<file path="src/rtl/plex_pkg.sv">
`default_nettype none

package plex_pkg;

    localparam int POS_W  = 24;
    localparam int KIND_W = 5;
    localparam int LEN_W  = 2;
    localparam int FIFO_DEPTH = 4;
    localparam int FIFO_AW    = $clog2(FIFO_DEPTH);
    localparam int FIFO_CW    = $clog2(FIFO_DEPTH + 1);

    localparam logic [KIND_W-1:0] KIND_BANG  = 5'd11;
    localparam logic [KIND_W-1:0] KIND_ERROR = 5'd19;
    localparam logic [KIND_W-1:0] KIND_EOF   = 5'd20;

    localparam logic [LEN_W-1:0] LEN_NONE = 2'd0;
    localparam logic [LEN_W-1:0] LEN_ONE  = 2'd1;
    localparam logic [LEN_W-1:0] LEN_TWO  = 2'd2;

    localparam logic [7:0] CH_NUL = 8'h00;
    localparam logic [7:0] CH_TAB = 8'h09;
    localparam logic [7:0] CH_LF  = 8'h0A;
    localparam logic [7:0] CH_CR  = 8'h0D;
    localparam logic [7:0] CH_SP  = 8'h20;
    localparam logic [7:0] CH_EQ  = 8'h3D;

    typedef enum logic [1:0] {
        HOLD_BANG = 2'd0,
        HOLD_EQ   = 2'd1,
        HOLD_GT   = 2'd2,
        HOLD_LT   = 2'd3
    } t_hold;

    typedef enum logic [2:0] {
        CLS_SKIP,
        CLS_NEWLINE,
        CLS_SINGLE,
        CLS_HOLD,
        CLS_ERROR
    } t_cls;

    typedef struct packed {
        logic [KIND_W-1:0] kind;
        logic [POS_W-1:0]  offset;
        logic [LEN_W-1:0]  length;
        logic [POS_W-1:0]  line;
        logic              last;
    } t_token;

    function automatic t_cls char_class(input logic [7:0] c);
        t_cls cls;
        case (c) inside
            CH_SP, CH_TAB, CH_CR: cls = CLS_SKIP;
            CH_LF: cls = CLS_NEWLINE;
            "(", ")", "{", "}", ",", ".", "-", "+", ";", "/", "*": cls = CLS_SINGLE;
            "!", "=", ">", "<": cls = CLS_HOLD;
            default: cls = CLS_ERROR;
        endcase
        return cls;
    endfunction

    function automatic logic [KIND_W-1:0] single_kind(input logic [7:0] c);
        logic [KIND_W-1:0] k;
        case (c)
            "(": k = 5'd0;
            ")": k = 5'd1;
            "{": k = 5'd2;
            "}": k = 5'd3;
            ",": k = 5'd4;
            ".": k = 5'd5;
            "-": k = 5'd6;
            "+": k = 5'd7;
            ";": k = 5'd8;
            "/": k = 5'd9;
            "*": k = 5'd10;
            default: k = KIND_ERROR;
        endcase
        return k;
    endfunction

    function automatic t_hold hold_code(input logic [7:0] c);
        t_hold h;
        case (c)
            "=": h = HOLD_EQ;
            ">": h = HOLD_GT;
            "<": h = HOLD_LT;
            default: h = HOLD_BANG;
        endcase
        return h;
    endfunction

    function automatic logic [POS_W-1:0] sat_inc(input logic [POS_W-1:0] v);
        return (&v) ? v : v + POS_W'(1);
    endfunction

endpackage

`default_nettype wire

</file>
<file path="src/rtl/plex_scan.sv">
`default_nettype none

module plex_scan
    import plex_pkg::*;
(
    input  wire logic       i_clk,
    input  wire logic       i_rst_n,
    input  wire logic       i_fire,
    input  wire logic [7:0] i_src_byte,
    input  wire logic       i_end_mark,
    output t_token          o_tok0,
    output t_token          o_tok1,
    output logic [1:0]      o_count
);

    logic             r_pend;
    t_hold            r_which;
    logic [POS_W-1:0] r_pend_off;
    logic [POS_W-1:0] r_pos;
    logic [POS_W-1:0] r_line;

    logic             n_pend;
    t_hold            n_which;
    logic [POS_W-1:0] n_pend_off;
    logic [POS_W-1:0] n_pos;
    logic [POS_W-1:0] n_line;

    logic              is_end;
    t_cls              cls;
    logic [KIND_W-1:0] pend_kind;
    t_token            pend_tok;
    t_token            cur_tok;
    t_token            eof_tok;
    logic              emit_cur;

    always_comb begin
        is_end    = i_end_mark || (i_src_byte == CH_NUL);
        cls       = char_class(i_src_byte);
        pend_kind = KIND_BANG + {2'b00, r_which, 1'b0};
        emit_cur  = (cls == CLS_SINGLE) || (cls == CLS_ERROR);

        pend_tok = '{kind: pend_kind, offset: r_pend_off, length: LEN_ONE,
                     line: r_line, last: 1'b0};
        cur_tok  = '{kind: (cls == CLS_SINGLE) ? single_kind(i_src_byte) : KIND_ERROR,
                     offset: r_pos, length: LEN_ONE, line: r_line, last: 1'b1};
        eof_tok  = '{kind: KIND_EOF, offset: r_pos, length: LEN_NONE,
                     line: r_line, last: 1'b1};

        n_pend     = r_pend;
        n_which    = r_which;
        n_pend_off = r_pend_off;
        n_pos      = sat_inc(r_pos);
        n_line     = r_line;
        o_tok0     = pend_tok;
        o_tok1     = cur_tok;
        o_count    = 2'd0;

        if (is_end) begin
            n_pend     = 1'b0;
            n_which    = HOLD_BANG;
            n_pend_off = '0;
            n_pos      = '0;
            n_line     = POS_W'(1);
            o_tok1     = eof_tok;
            if (r_pend) begin
                o_count = 2'd2;
            end else begin
                o_tok0  = eof_tok;
                o_count = 2'd1;
            end
        end else if (r_pend && (i_src_byte == CH_EQ)) begin
            n_pend      = 1'b0;
            o_tok0.kind = pend_kind + KIND_W'(1);
            o_tok0.length = LEN_TWO;
            o_tok0.last = 1'b1;
            o_count     = 2'd1;
        end else begin
            n_pend  = 1'b0;
            o_count = {1'b0, r_pend} + {1'b0, emit_cur};
            if (!r_pend) begin
                o_tok0 = cur_tok;
            end else if (!emit_cur) begin
                o_tok0.last = 1'b1;
            end
            case (cls)
                CLS_NEWLINE: begin
                    n_line = sat_inc(r_line);
                end
                CLS_HOLD: begin
                    n_pend     = 1'b1;
                    n_which    = hold_code(i_src_byte);
                    n_pend_off = r_pos;
                end
                default: begin
                end
            endcase
        end
    end

    always_ff @(posedge i_clk) begin
        if (!i_rst_n) begin
            r_pend     <= 1'b0;
            r_which    <= HOLD_BANG;
            r_pend_off <= '0;
            r_pos      <= '0;
            r_line     <= POS_W'(1);
        end else if (i_fire) begin
            r_pend     <= n_pend;
            r_which    <= n_which;
            r_pend_off <= n_pend_off;
            r_pos      <= n_pos;
            r_line     <= n_line;
        end
    end

endmodule

`default_nettype wire

</file>
<file path="src/rtl/plex_tok_fifo.sv">
`default_nettype none

module plex_tok_fifo
    import plex_pkg::*;
(
    input  wire logic       i_clk,
    input  wire logic       i_rst_n,
    input  wire logic [1:0] i_push_cnt,
    input  wire t_token     i_tok0,
    input  wire t_token     i_tok1,
    output logic            o_room2,
    output logic            o_valid,
    output t_token          o_tok,
    input  wire logic       i_pop
);

    t_token               r_mem [FIFO_DEPTH];
    logic [FIFO_AW-1:0]   r_wr;
    logic [FIFO_AW-1:0]   r_rd;
    logic [FIFO_CW-1:0]   r_cnt;
    logic [FIFO_CW-1:0]   n_cnt;
    logic                 pop;

    always_comb begin
        pop     = i_pop && (r_cnt != '0);
        n_cnt   = r_cnt + FIFO_CW'(i_push_cnt) - FIFO_CW'(pop);
        o_room2 = (r_cnt <= FIFO_CW'(FIFO_DEPTH - 2));
        o_valid = (r_cnt != '0);
        o_tok   = r_mem[r_rd];
    end

    always_ff @(posedge i_clk) begin
        if (i_push_cnt != 2'd0) begin
            r_mem[r_wr] <= i_tok0;
        end
        if (i_push_cnt == 2'd2) begin
            r_mem[r_wr + FIFO_AW'(1)] <= i_tok1;
        end
    end

    always_ff @(posedge i_clk) begin
        if (!i_rst_n) begin
            r_wr  <= '0;
            r_rd  <= '0;
            r_cnt <= '0;
        end else begin
            r_wr  <= r_wr + FIFO_AW'(i_push_cnt);
            r_rd  <= r_rd + FIFO_AW'(pop);
            r_cnt <= n_cnt;
        end
    end

endmodule

`default_nettype wire

</file>
<file path="src/rtl/punctuation_operator_lexer_core.sv">
`default_nettype none

// Byte-at-a-time lexer for punctuation and comparison operators. One source byte
// is accepted per cycle into an input register while o_stall is low, is decoded
// from that register and its zero, one or two tokens are written to a four-entry
// token queue that drives the output ports. A byte is decoded only when the queue
// has room for two tokens, so with a free-running consumer the block sustains one
// byte per clock; bytes that produce two tokens drain at one token per cycle, and
// the output rate of one token per cycle is what limits throughput then. An end
// beat or a zero byte flushes any held operator, emits an end-of-file token
// and returns the offset and line counters to their reset values.
module punctuation_operator_lexer_core
    import plex_pkg::*;
(
    input  wire logic              i_clk,
    input  wire logic              i_rst_n,
    input  wire logic              i_valid,
    output logic                   o_stall,
    input  wire logic [7:0]        i_src_byte,
    input  wire logic              i_end_mark,
    output logic                   o_valid,
    input  wire logic              i_stall,
    output logic [KIND_W-1:0]      o_token_kind,
    output logic [POS_W-1:0]       o_token_offset,
    output logic [LEN_W-1:0]       o_token_length,
    output logic [POS_W-1:0]       o_token_line,
    output logic                   o_last_of_run
);

    logic       r_in_valid;
    logic [7:0] r_byte;
    logic       r_end;
    logic       fire;
    logic       room2;
    logic [1:0] scan_cnt;
    logic [1:0] push_cnt;
    t_token     tok0;
    t_token     tok1;
    t_token     out_tok;

    assign fire     = r_in_valid && room2;
    assign o_stall  = r_in_valid && !room2;
    assign push_cnt = fire ? scan_cnt : 2'd0;

    always_ff @(posedge i_clk) begin
        if (!i_rst_n) begin
            r_in_valid <= 1'b0;
        end else if (i_valid && !o_stall) begin
            r_in_valid <= 1'b1;
        end else if (fire) begin
            r_in_valid <= 1'b0;
        end
    end

    always_ff @(posedge i_clk) begin
        if (i_valid && !o_stall) begin
            r_byte <= i_src_byte;
            r_end  <= i_end_mark;
        end
    end

    plex_scan u_scan (
        .i_clk      (i_clk),
        .i_rst_n    (i_rst_n),
        .i_fire     (fire),
        .i_src_byte (r_byte),
        .i_end_mark (r_end),
        .o_tok0     (tok0),
        .o_tok1     (tok1),
        .o_count    (scan_cnt)
    );

    plex_tok_fifo u_fifo (
        .i_clk      (i_clk),
        .i_rst_n    (i_rst_n),
        .i_push_cnt (push_cnt),
        .i_tok0     (tok0),
        .i_tok1     (tok1),
        .o_room2    (room2),
        .o_valid    (o_valid),
        .o_tok      (out_tok),
        .i_pop      (!i_stall)
    );

    assign o_token_kind   = out_tok.kind;
    assign o_token_offset = out_tok.offset;
    assign o_token_length = out_tok.length;
    assign o_token_line   = out_tok.line;
    assign o_last_of_run  = out_tok.last;

endmodule

`default_nettype wire
</file>
<file path="config.mk">
export PLATFORM = sky130hd
export DESIGN_NAME = punctuation_operator_lexer_core
export DESIGN_NICKNAME = d
export VERILOG_FILES = /design/src/rtl/plex_pkg.sv /design/src/rtl/plex_scan.sv /design/src/rtl/plex_tok_fifo.sv /design/src/rtl/punctuation_operator_lexer_core.sv
export SDC_FILE = /design/constraint.sdc
export NUM_CORES = 1
export LEC_CHECK = 0
export BUFFER_PORTS_ARGS = -buffer_cell sky130_fd_sc_hd__buf_2
export CAP_MARGIN = 20
export CORE_MARGIN = 10
export CORE_UTILIZATION = 39
export DETAILED_ROUTE_END_ITERATION = 10
export GPL_ROUTABILITY_DRIVEN = 0
export PLACE_DENSITY = 0.6
export SYNTH_ARGS = -nofsm -noshare
export SYNTH_HDL_FRONTEND = slang
export SYNTH_SLANG_ARGS = --single-unit
</file>
<file path="constraint.sdc">
create_clock -name i_clk -period 7.3 [get_ports i_clk]
set_clock_uncertainty 0.1 [all_clocks]
set_input_delay 0.73 -clock i_clk [delete_from_list [all_inputs] [get_ports i_clk]]
set_output_delay 0.73 -clock i_clk [all_outputs]
set_load 0.01 [all_outputs]
</file>
# Word level (Yosys, flattened, before mapping)
# Memory sizes are Yosys's and may differ from the RTL's. A register that Yosys moved wholly into a read port is not among the register bits.
# Cells that the tools add are included.
[word_totals]
regBits = 92
memories = 1
input_bits = 13
ramBits = 224
[classes]
muxes = 44
n_addsub = 10
n_eq_ne = 27
reduce_logical = 24
order_cmp = 1
[memory_table]
columns = ["name", "depth", "width", "rd", "rd_ports_with_merged_regs", "write_ports", "line", "source"]
rows = [
  ["u_fifo.r_mem", 4, 56, 1, 1, 2, "plex_tok_fifo.sv:17", "t_token r_mem [FIFO_DEPTH];"],
]
[ops]
columns = ["op", "n"]
rows = [
  ["2-to-1 mux 24 bit", 11],
  ["2-to-1 mux 56 bit", 3],
  ["== test 8 x 6 -> 1 bit (second input constant)", 14],
  ["2-to-1 mux 55 bit", 1],
  ["case mux 5 bit (11 select lines)", 1],
  ["adder 24 x 1 -> 24 bit (second input constant)", 2],
  ["AND reduction 24 bit", 2],
  ["== test 8 x 4 -> 1 bit (second input constant)", 3],
  ["2-to-1 mux 2 bit", 9],
  ["== test 8 x 7 -> 1 bit (second input constant)", 2],
  ["2-to-1 mux 1 bit", 12],
  ["2-to-1 mux 3 bit", 4],
  ["OR reduction 11 bit", 1],
  ["2-to-1 mux 5 bit", 2],
  ["zero test 8 bit", 1],
  ["nonzero test 2 bit", 4],
  ["== test 3 x 2 -> 1 bit (second input constant)", 2],
  ["inequality test 2 x 1 -> 1 bit (second input constant)", 3],
  ["case mux 2 bit (3 select lines)", 1],
  ["adder 4 x 3 -> 5 bit (first input constant)", 1],
  ["adder 5 x 1 -> 5 bit (second input constant)", 1],
  ["logical AND 1 bit", 5],
  ["AND reduction 4 bit", 1],
  ["OR reduction 4 bit", 1],
  ["other kinds (16)", 19],
]

# Longest topological paths before layout
[depth]
word_depth = 15
mapped_depth = 15

# By module
# Synthesis repeated with hierarchy kept, for this count alone.
[hier_totals]
hier_cells = 1074
area_unflattened_um2 = 15691.3
[modules_own_cells]
columns = ["mod", "n_inst", "seq_area_each_um2", "cells_each", "area_per_inst_um2"]
rows = [
  ["plex_tok_fifo", 1, 6866.6, 586, 11213.3],
  ["plex_scan", 1, 1501.4, 471, 4137.7],
  ["punctuation_operator_lexer_core", 1, 290.3, 17, 340.3],
]

# Worst setup path after synthesis
# No wires, ideal clock.
[synth_timing]
path_kind = "flip-flop to flip-flop"
from = "register r_byte[4]"
to = "memory u_fifo.r_mem[3][10] in the netlist's numbering, enable pin"
path_buffers = 3
stages_incl_launch_ff = 13
arrival_ns = 3.359
period_less_slack_ns = 3.848
setup_slack_ns = 3.452
path_cell_list = "edfxtp_1 -> buf_1 -> nor3_1 -> nand4_1 -> a22o_1 -> a21boi_0 -> ha_1 -> a211oi_1 -> and4_1 -> clkbuf_1 -> o21bai_2 -> nand2_1 -> buf_2"
[synth_lines]
columns = ["item", "line", "source"]
rows = [
  ["start: declaration", "punctuation_operator_lexer_core.sv:31", "logic [7:0] r_byte;"],
  ["start signal: assignment", "punctuation_operator_lexer_core.sv:57", "r_byte <= i_src_byte;"],
  ["end: declaration", "plex_tok_fifo.sv:17", ""],
]

==> out/qor.txt <==
Iter 0 DRT Violations - 695
Net count, final - 1,143
Antenna violation net count after detailed routing - 0
Area of the mapped netlist - 14,500 sq um
Die width - 213 um
Worst Hold Path EP - r_byte[3]
Worst rel slew slack - 31.0%
Global route hottest layer - met2
Register bit total from synthesis - 316
Setup ws final - 2.90 ns
Drt wl/cell - 20.7 um
Slew @ Worst Pin - 1.03 ns
GR Util met2 - 24.1%
Worst hold stages - 1
H-tree depth - 2
Top_reg_cell synth - edfxtp_1
Seq/Total Area, Yosys - 59.1%
Largest net degree at the start of global routing - 80
Crit path buffers/inverters - 1
Vias - 9,113
CP Launch Type - flip-flop
Core Region - 36,700 sq um
Number of synthesized flops with an enable pin - 225
Post-DP HPWL - 19,700 um
Clock tree from TritonCTS - done
Final setup TNS - 0 ns
Reg2Reg Depth - 11
Clk sink count - 316
Root Buffer - clkbuf_16
CP max stage delay - 0.57 ns
Tcrit/Tclk final - 60.2%
Num CTS Buffers - 35
Vias per cell - 5.65
Post-synthesis cell count - 1,090
Detailed Route WL - 33,400 um
I/O pin count - 71
Post-CTS Setup Repair Bufs - 0
Clock latency on the worst-skew pair - 0.51 ns
Grt met1 use - 20.3%
Hold Violations, Final - 0
Max FO, Critical Path - 46
Place WS - 2.90 ns
Final setup vio count - 0
DR pass1 iterations - 5
CP top delay family - simple AND/OR/NAND/NOR gates
Fillers - 3,258
DR DRC count - 0
Total power per unit cell area - 277 nW/um^2
R2r endpoint - u_fifo.r_mem[2][23]
Synth unique cells - 68
Total congestion overflow - 0
Worst ir drop on vdd - 0.173 mV
Pins Over Slew Limit - 0
Cells along the critical path - nor3_1 -> nand4_1 -> a22o_1 -> a21boi_0 -> ha_1 -> or3_1 -> a21oi_1 -> a211o_1 -> nand2_4 -> buf_4 -> and2_1
Diodes inserted - 0
Worst R2R Start - r_byte[4]
Ys Warns - 0
Area Growth Syn to Fin - 12.3%
MaxCap Viol Count - 0
Fmax achieved - 0.227 GHz
First-pass GRT wire length - 53,300 um
Hold wc startpoint - i_src_byte[3]
Clock buffer depth - 3
Final min period - 4.40 ns
Clock-pin slew on the worst setup and hold paths - 0.06 ns
R2r setup slk - 2.90 ns
I/O Buffers - 70
HP Class - input port to flip-flop
RSZ-0062 raised after global routing - no
Global-route usage over all layers - 14.9%
CP Data Required Time - 7.47 ns
Static Leakage - 5.37 nW
CTS resizes - 0
Worst Setup End Kind - flip-flop
Hold Buf Count CTS - 0
Die H - 213 um
Number of global-route vias before repair - 9,216
Met3 Use GR - 2.51%
Most frequent cells in the layout - edfxtp_1 (225), a22o_1 (123), and2_1 (100)
Fin util - 44.5%
# rows - 70
Status - finished clean
Critical-path top delay cell - edfxtp_1
Starting Density - 39.6%
Most common cell after layout, fill and taps aside - edfxtp_1
Share of layout cells above drive strength 1 - 19.1%
Crit Path Category - flip-flop to flip-flop
Initial antenna violation count - 0
Async S/R FF share, synth - 0%
Syn Area/Cell - 13.3 sq um
Arrival time worst endpoint - 4.56 ns
Die Footprint - 45,400 sq um
Synth Net Count - 1,115
layout make-up:
| cell class | instances | area, sq um | area share (%) |
|---|---|---|---|
| multi-input cells | 672 | 5570 | 34.1 |
| clock inverters | 15 | 106 | 0.652 |
| well taps | 468 | 586 | 3.59 |
| flip-flops and latches | 316 | 8580 | 52.6 |
| inverters | 11 | 41.3 | 0.253 |
| clock buffers | 49 | 970 | 5.94 |
| repair buffers | 82 | 460 | 2.82 |
power by group:
| part | internal (W) | switching, W | leakage, nW |
|---|---|---|---|
| clock | 0.000965 | 0.000676 | 0.527 |
| combinational | 0.000365 | 0.000436 | 2.09 |
| sequential | 0.00201 | 0.0000732 | 2.75 |
| total | 0.00334 | 0.00119 | 5.37 |
sequential cells by signal (all words and copies together), names as in the netlist, 2 cells and up:
name	flops
r_byte	8
u_fifo.r_cnt	3
u_fifo.r_mem	224
u_fifo.r_rd	2
u_fifo.r_wr	2
u_scan.r_line	24
u_scan.r_pend_off	24
u_scan.r_pos	24
u_scan.r_which	2
Yosys cell counts, types with 5 or more instances:
cell,instances,area (sq um)
edfxtp_1,225,6760
a22o_1,123,1080
and2_1,100,626
dfxtp_1,91,1820
nor2_1,58,218
mux4_2,56,1260
clkbuf_1,50,188
nand2_1,45,169
xor2_1,29,254
o21ai_0,25,125
buf_2,22,110
nand3_1,21,105
nand4_1,20,125
a21oi_1,16,80.1
nor3_1,14,70.1
o22ai_1,14,87.6
buf_1,13,48.8
ha_1,11,138
or3_1,11,68.8
inv_1,10,37.5
xnor2_1,10,87.6
and3_1,8,50.1
nand2b_1,8,50.1
and4_1,6,52.6
nor4_1,6,37.5
o211ai_1,6,45.0
or4_1,6,45.0
buf_4,5,37.5
cell families after synthesis:
| kind of cell | share of synthesized area [%] |
|---|---|
| AOI/OAI and AO/OA | 12.7 |
| xor gates and xnor gates | 2.35 |
| adders and majority gates | 1.09 |
| buffers and inverters | 3.01 |
| DFF | 59.1 |
| muxes | 8.99 |
| and+or+nand+nor | 12.8 |
how the worst max path moves through the flow:
stage                         start                   to  slack (ns)  cells past startpoint
final                     r_byte[4]  u_fifo.r_mem[2][23]        2.90                     11
after global routing      r_byte[4]  u_fifo.r_mem[2][23]        2.53                     11
after CTS                 r_byte[4]  u_fifo.r_mem[1][13]        2.90                     10
after detailed placement  r_byte[4]  u_fifo.r_mem[1][13]        2.90                     10
after global placement    r_byte[4]  u_fifo.r_mem[1][22]        2.94                     10
after floorplan           r_byte[4]  u_fifo.r_mem[3][10]        3.45                     12
through the flow:
| step | area (sq um) | power [W] | cells | hold WS, ns |
|---|---|---|---|---|
| global route | 16300 | 0.00473 | 1613 | 0.281 |
| detailed placement | 15200 | 0.00295 | 1548 | 0.353 |
| CTS | 16300 | 0.00459 | 1612 | 0.278 |
| finish | 16300 | 0.00452 | 1613 | 0.292 |
| floorplan | 14500 | 0.00263 | 1090 | 0.332 |
| global placement | 15200 | 0.00294 | 1548 | 0.342 |
layer usage:
layer	routed length [um]	vias to the layer above
met3	2110	52
li1	-	4281
met5	0	-
met4	657	0
met1	14800	4527
met2	15900	253
worst register-to-register path, stage by stage, from the launching register on:
cell and delay, ns:
edfxtp_1 0.57, nor3_1 0.36, nand4_1 0.13, a22o_1 0.25
a21boi_0 0.14, ha_1 0.33, or3_1 0.37, a21oi_1 0.27
a211o_1 0.53, nand2_4 0.37, buf_4 0.47, and2_1 0.28
No activity file was read; power rests on OpenSTA's default activity.
